File: config.mk
export PLATFORM = sky130hd
export DESIGN_NAME = vrha_sqrtdiv
export DESIGN_NICKNAME = d
export VERILOG_FILES = /design/src/vrha_pkg.sv /design/src/vrha_sqrtdiv.sv
export SDC_FILE = /design/constraint.sdc
export NUM_CORES = 1
export LEC_CHECK = 0
export BUFFER_PORTS_ARGS = -buffer_cell sky130_fd_sc_hd__buf_2
export CORE_MARGIN = 4
export CORE_UTILIZATION = 25
export DETAILED_ROUTE_END_ITERATION = 8
export GPL_TIMING_DRIVEN = 0
export SLEW_MARGIN = 30
export SYNTH_ARGS = -nofsm -noshare
export SYNTH_HDL_FRONTEND = slang
export SYNTH_SLANG_ARGS = --single-unit
File: constraint.sdc
create_clock -name clk -period 5.2 [get_ports clk]
set_input_delay 1.04 -clock clk [delete_from_list [all_inputs] [get_ports clk]]
set_output_delay 1.04 -clock clk [all_outputs]
set_load 0.005 [all_outputs]
File: src/vrha_pkg.sv
package vrha_pkg;

  localparam int GRID_X_DEF    = 16;
  localparam int GRID_Y_DEF    = 16;
  localparam int GRID_Z_DEF    = 16;
  localparam int MAX_STEPS_DEF = 1024;

  localparam int CFG_IDX_W  = 3;
  localparam int CFG_DATA_W = 20;

  typedef enum logic [CFG_IDX_W-1:0] {
    REG_STEP_LENGTH = 3'd0,
    REG_MARCH_LIMIT = 3'd1,
    REG_INV_VOXEL   = 3'd2,
    REG_BASE_X      = 3'd3,
    REG_BASE_Y      = 3'd4,
    REG_BASE_Z      = 3'd5,
    REG_FADE        = 3'd6,
    REG_UNUSED      = 3'd7
  } cfg_reg_t;

  localparam logic OP_RAY   = 1'b0;
  localparam logic OP_DECAY = 1'b1;

  typedef enum logic [4:0] {
    ST_IDLE,
    ST_CLEAR,
    ST_SQ,
    ST_SQRT_GO,
    ST_SQRT_WAIT,
    ST_DIV_GO,
    ST_DIV_WAIT,
    ST_M_CHECK,
    ST_M_PX,
    ST_M_PY,
    ST_M_PZ,
    ST_M_IX,
    ST_M_IY,
    ST_M_IZ,
    ST_M_ADDR,
    ST_M_READ,
    ST_M_WRITE,
    ST_D_READ,
    ST_D_WAIT,
    ST_D_MUL,
    ST_D_WRITE,
    ST_DONE
  } vrha_state_t;

  // operand select for the shared multiplier
  typedef enum logic [2:0] {
    MS_HX, MS_HY, MS_HZ, MS_TU, MS_IDX, MS_FADE
  } mul_sel_t;

  function automatic logic signed [31:0] sat32(input logic signed [63:0] v);
    logic signed [31:0] r;
    if (v > 64'sd2147483647) r = 32'sh7fffffff;
    else if (v < -64'sd2147483648) r = 32'sh80000000;
    else r = v[31:0];
    return r;
  endfunction

endpackage

File: src/vrha_sqrtdiv.sv
module vrha_sqrtdiv
  import vrha_pkg::*;
(
  input  logic               clk,
  input  logic               rst_n,
  // square root: one result bit per cycle
  input  logic               sqrt_go,
  input  logic [49:0]        sqrt_arg,
  // unsigned divide: one quotient bit per cycle
  input  logic               div_go,
  input  logic [37:0]        div_num,
  input  logic [25:0]        div_den,
  output logic               busy,
  output logic [37:0]        result
);

  logic [5:0]  cnt_r, cnt_nxt;
  logic        mode_r, mode_nxt;
  logic [49:0] rem_r, rem_nxt;
  logic [49:0] work_r, work_nxt;
  logic [37:0] q_r, q_nxt;
  logic [25:0] den_r, den_nxt;
  logic [51:0] trial;
  logic [38:0] dtrial;

  always_comb begin
    cnt_nxt  = cnt_r;
    mode_nxt = mode_r;
    rem_nxt  = rem_r;
    work_nxt = work_r;
    q_nxt    = q_r;
    den_nxt  = den_r;
    trial    = '0;
    dtrial   = '0;
    if (sqrt_go) begin
      mode_nxt = 1'b0;
      cnt_nxt  = 6'd25;
      rem_nxt  = '0;
      work_nxt = sqrt_arg;
      q_nxt    = '0;
    end else if (div_go) begin
      mode_nxt = 1'b1;
      cnt_nxt  = 6'd38;
      rem_nxt  = '0;
      work_nxt = {12'd0, div_num};
      q_nxt    = '0;
      den_nxt  = div_den;
    end else if (cnt_r != 6'd0) begin
      cnt_nxt = cnt_r - 6'd1;
      if (!mode_r) begin
        // restoring square root on two argument bits
        trial = {rem_r, work_r[49:48]} - {12'd0, q_r, 2'b01};
        work_nxt = {work_r[47:0], 2'b00};
        if (!trial[51]) begin
          rem_nxt = trial[49:0];
          q_nxt   = {q_r[36:0], 1'b1};
        end else begin
          rem_nxt = {rem_r[47:0], work_r[49:48]};
          q_nxt   = {q_r[36:0], 1'b0};
        end
      end else begin
        // restoring division
        dtrial = {rem_r[37:0], work_r[37]} - {13'd0, den_r};
        work_nxt = {work_r[48:0], 1'b0};
        if (!dtrial[38]) begin
          rem_nxt = {12'd0, dtrial[37:0]};
          q_nxt   = {q_r[36:0], 1'b1};
        end else begin
          rem_nxt = {11'd0, rem_r[37:0], work_r[37]};
          q_nxt   = {q_r[36:0], 1'b0};
        end
      end
    end
  end

  always_ff @(posedge clk) begin
    if (!rst_n) begin
      cnt_r <= '0;
      mode_r <= 1'b0;
    end else begin
      cnt_r <= cnt_nxt;
      mode_r <= mode_nxt;
    end
    rem_r  <= rem_nxt;
    work_r <= work_nxt;
    q_r    <= q_nxt;
    den_r  <= den_nxt;
  end

  assign busy   = (cnt_r != 6'd0);
  assign result = q_r;

endmodule

==> After elaboration in Yosys (flattened, before gate mapping) <==
Index checks and enable logic that the tools add are counted.
{ "totals": {"regBits": 171, "inputBits": 118, "out_inout_bits": 39, "elab_cells": 31} }
{ "classes": {"n_addsub": 3, "mux": 13, "bitwise_logic": 2, "n_reduce_logical": 6} }
{ "ops": {"columns": ["cell", "count"], "rows": [
  ["$mux W50", 6],
  ["$sub A52 B40 Y52", 1],
  ["$mux W39", 1],
  ["$sub A39 B26 Y39", 1],
  ["$mux W6", 2],
  ["$reduce_bool A6 Y1", 1],
  ["$sub A6 B1 Y6 const B", 1],
  ["$mux W5", 1],
  ["$reduce_or A2 Y1", 2],
  ["$mux W1", 3],
  ["$reduce_bool A3 Y1", 1],
  ["$not A1 Y1", 2],
  ["$reduce_and A2 Y1", 1],
  ["$reduce_bool A2 Y1", 1]
]} }

==> Longest topological paths before layout <==
{ "logic_depth": {"ltp_word": 4, "mapped_depth": 21, "ltp_nobuf": 20} }

==> Worst setup path before layout <==
No wires, ideal clock.
{ "synth_path": {"path_type": "register to register", "start": "reg work_r[37]", "end": "reg rem_r[34]", "setup_time_ns": 0.115, "arrival_time_ns": 4.761, "required_ns": 5.085, "slack_ns": 0.324, "stages_incl_launch_ff": 22, "path_buffers": 1, "path_cell_list": "edfxtp_1 inv_1 ha_1 inv_1 fa_1 a21oi_1 o211ai_1 a31oi_1 a211oi_1 o21ai_0 o21a_1 o21ai_0 nand4b_1 ha_1 clkbuf_1 inv_1 or3_1 a2111oi_0 o41ai_1 nor3_1 xnor2_1 a2111oi_0"} }
{ "synth_between": {"elab_chain_len": 3} }
{ "synth_lines": {"columns": ["item", "line_no", "text"], "rows": [
  ["start: declaration", "vrha_sqrtdiv.sv:20", "logic [49:0] work_r, work_nxt;"],
  ["start signal: assignment", "vrha_sqrtdiv.sv:85", "work_r <= work_nxt;"],
  ["$sub A39 B26 Y39", "vrha_sqrtdiv.sv:63", "dtrial = {rem_r[37:0], work_r[37]} - {13'd0, den_r};"],
  ["$mux W39", "vrha_sqrtdiv.sv:65", "if (!dtrial[38]) begin"],
  ["$mux W50", "vrha_sqrtdiv.sv:50", "if (!mode_r) begin"],
  ["end signal: assignment", "vrha_sqrtdiv.sv:84", "rem_r <= rem_nxt;"],
  ["end: declaration", "vrha_sqrtdiv.sv:19", "logic [49:0] rem_r, rem_nxt;"]
]} }
Every way passes these cells.
A chain may end at the register's enable or synchronous reset.

==> Final worst setup path <==
{ "layout_path": {"start": "reg rem_r[9]", "end": "reg rem_r[35]"} }
{ "layout_between": {"elab_chain_len": 3, "elab_cells_between_ends": 5} }
{ "layout_lines": {"columns": ["item", "line_no"], "rows": [
  ["$sub A52 B40 Y52 / $sub A39 B26 Y39 (equally long branches)", "vrha_sqrtdiv.sv:52, vrha_sqrtdiv.sv:63"],
  ["$mux W50 / $mux W39 (equally long branches)", "vrha_sqrtdiv.sv:54, vrha_sqrtdiv.sv:65"],
  ["$mux W50 *", "vrha_sqrtdiv.sv:50"]
]} }
Mark *: on every way between the ends. The rest lies on a longest branch, timed or not.

==> metrics.md <==
| Metric | Value |
|---|---|
| CTS H-tree lvls | 4 |
| Share of the synthesized area in the top cell type | 18.7% |
| Req. time, crit path | between 5 and 6 ns |
| Clk buf depth | 2 |
| Internal Pwr Total | 4330 uW |
| Netlist cell types | 67 |
| Startpoint types | flip-flop |
| Die ar. | 0.0524 mm^2 |
| Clock transition at the registers of the reported paths | approximately 0.07 ns |
| Max Clock Freq | a little over 0.2 GHz |
| Max-cap check violation count | 0 |
| Final net count | around 1,900 |
| I/O Buffers | between 150 and 200 |
| Worst-path cell chain | ha_1 -> clkbuf_1 -> nand2_1 -> nor2_1 -> o41ai_1 -> a211oi_1 -> o21ai_2 -> o21a_1 -> o21ai_0 -> nand4b_1 -> ha_4 -> inv_1 -> or3_4 -> a311oi_2 -> nand2_1 -> nor3_1 -> xnor2_1 -> a21boi_0 |
| Synth Register Bits | ~170 |
| Initial antenna violation count | 6 |
| Max-slew headroom | roughly a third |
| Endpoints failing hold | 0 |
| Final global-route overflow total | 0 |
| Synth area leaders | edfxtp_1 19%, dfxtp_1 16%, a21oi_1 7.1% |
| Final wirelength | just over 40 mm |
| Post-route cell area | 0.0145 mm^2 |
| GRT Overall Usage | between 15 and 20% |
| Arr. time, crit path | around 5.2 ns |
| CTS tree | built |
| IO Pins | around 160 |
| Initial Util | 25.4% |
| Fillers | about 5,200 |
| Fraction of registers with async set/reset | 0% |
| Worst skew pair latency | ~0.47 ns |
| Hold Path Class | reg -> reg |
| P_sw | approximately 3800 uW |
| DR vias/cell | roughly 5 |
| Sequential-to-total area share from yosys stat | 34.3% |
| Initial detailed-routing violation count | 1,022 |
| Slew Viols, Final | 0 |
| Vias in the first global route | around 12,000 |
| RSZ-0062 raised after global routing | no |
| Final Cycle Share | between 90% and 100% |
| Crit path max fanout | 7 |
| Leakage power | around 0.006 uW |
| Clk sink count | around 170 |
| Top FF cell, synth | dfxtp_1 |
| Share of layout cells above drive strength 1 | a little over an eighth |
| Critical path endpoint category | flip-flop |
| Seq pwr share | between 20% and 30% |
| Routed via count | roughly 12,000 |
| Synth-to-layout area growth | 19.1% |
| Synthesized Nets | 1,704 |
| Top-count cell post-synth | nand2_1 |
| Cells after synthesis | 1,517 |
| Clock share of power | 16.7% |
| Rows | 80 |
| Per-cell routed wire length | between 15 and 20 um |
| Most frequent CP cell | nand2_1 |
| Vert. Die Dim | between 200 and 250 um |
| CP max stage delay | approximately 0.55 ns |
| Worst-margin pin slew | approximately 1 ns |
| Status | finished, final reports clean |
| Largest net degree at the start of global routing | between 50 and 60 |
| Synth warn | 0 |
| Post-DP Area | around 0.014 mm^2 |
| R2R Setup Slk | about 0.28 ns |
| Number of remaining DRC errors | 0 |
| Mapped cell area | ~0.012 mm^2 |
| Switching portion of total power | approximately 47% |
| Synth area leader | edfxtp_1 |
| Worst hold slack | approximately 0.48 ns |
| Post-synth EDFFs | 76 |
| Core Region | 0.0480 mm^2 |
| Total Power | 8150 uW |
| GPL Wtd Cong | 0.914 |
| Crit path time final | between 4 and 5 ns |
| Max VDD drop | ~370 uV |
| Die width | approximately 230 um |
| Post-synth top cells | 224 x nand2_1, 173 x a21oi_1, 115 x nor2_1 |
| Number of routed nets with antenna violations | 0 |
| Drt first pass iters | 5 |
| Setup Crit Path Kind | reg -> reg |
| CP max-delay cell | o41ai_1 |
| PwrDens | 561 mW/mm^2 |
| Combinational share of power | 61.2% |
| # hold bufs at CTS | 0 |
| Finish-stage setup viols | 0 |
| Worst Skew | roughly 0.014 ns |
| Final core utilization | a little under a third |
| CTS Buf Count | 17 |
| Clock root buffer | clkbuf_16 |
| Post-Synthesis Mean Instance Area | 8.05 um^2 |
| Post-DP HPWL | 32.7 mm |
| First-pass GRT wire length | 63.1 mm |
metal layers:
layer	share of wire [%]	vias to the layer above	GRT usage, %
met3	6.9	67	4.03
li1	-	5822	-
met1	42	5545	18.4
met5	0.18	-	0
met4	2.1	12	4.81
met2	49	385	26.3
cell families after synthesis:
kind of cell / after synthesis / synth area share, %
mux: 79 / 6.57
simple gates: 469 / 16.9
compound gates: 473 / 23.9
xor+xnor: 79 / 5.73
flops: 171 / 34.3
fa+ha+maj: 69 / 7.13
buf+inv: 177 / 5.50
final timing paths:
path | from | to | depth (start not counted)
worst min register to register | result[4] | result[4] | 2
worst max register to register | rem_r[9] | rem_r[35] | 18
worst max-delay path | rem_r[9] | rem_r[35] | 18
worst min-delay path | result[4] | result[4] | 2
area by class of cell:
cell class | count | area, um^2 | share of cell area [%]
Clock inverter | 15 | 176 | 1.21
Inverter | 88 | 333 | 2.29
Timing Repair Buffer | 164 | 861 | 5.92
Buffer | 88 | 338 | 2.32
Sequential cell | 171 | 4180 | 28.8
Multi-Input combinational cell | 1169 | 7440 | 51.2
Clock buffer | 17 | 425 | 2.93
Antenna cell | 3 | 7.51 | 0.0517
Tap cell | 615 | 769 | 5.29
sequential cells by signal (all words and copies together), names as in the netlist:
name,cells
mode_r,1
work_r,50
den_r,26
cnt_r,6
result,38
rem_r,50
power by group through the flow:
stage	Sequential, uW	Combinational, uW	Clock (uW)
final	1800	4980	1360
after global routing	1820	5450	1440
after CTS	1800	4840	1390
after detailed placement	1830	4760	0
after global placement	1830	4710	0
after floorplan	1730	3590	0
stage by stage:
step	setup WS [ns]	TNS, ns	instances
final	0.278	0	2330
after global placement	-0.741	-6.48	2288
after CTS	0.0545	0	2321
after detailed placement	-0.867	-7.73	2289
after global routing	0.0126	0	2327
after floorplan	0.324	0	1517
cell usage in the layout, fill, tap and decap left out, types with 25 or more instances in the layout:
cell type	n
edfxtp_1	76
nor2_1	115
mux2i_1	70
xor2_1	30
inv_1	87
a21o_1	35
o21ai_0	111
clkbuf_1	73
dfxtp_1	95
xnor2_1	48
ha_1	67
nand2_1	224
buf_2	159
o211ai_1	25
a21oi_1	172
timing repair:
item	CTS	global route
endpoints found under the setup margin	11	10
pin swaps	0	5
buffers inserted	1	6
gates resized for setup	7	7
critical path: cells and delay by family (launching register included):
kind	cells	cell delay, ns
buffers and inverters	2	0.30
AOI/OAI and AO/OA	7	1.91
xor gates and xnor gates	1	0.14
adders and majority gates	2	0.62
and+or+nand+nor	6	1.28
DFF	1	0.50
Note: power is estimated with default switching activity, not from simulation.
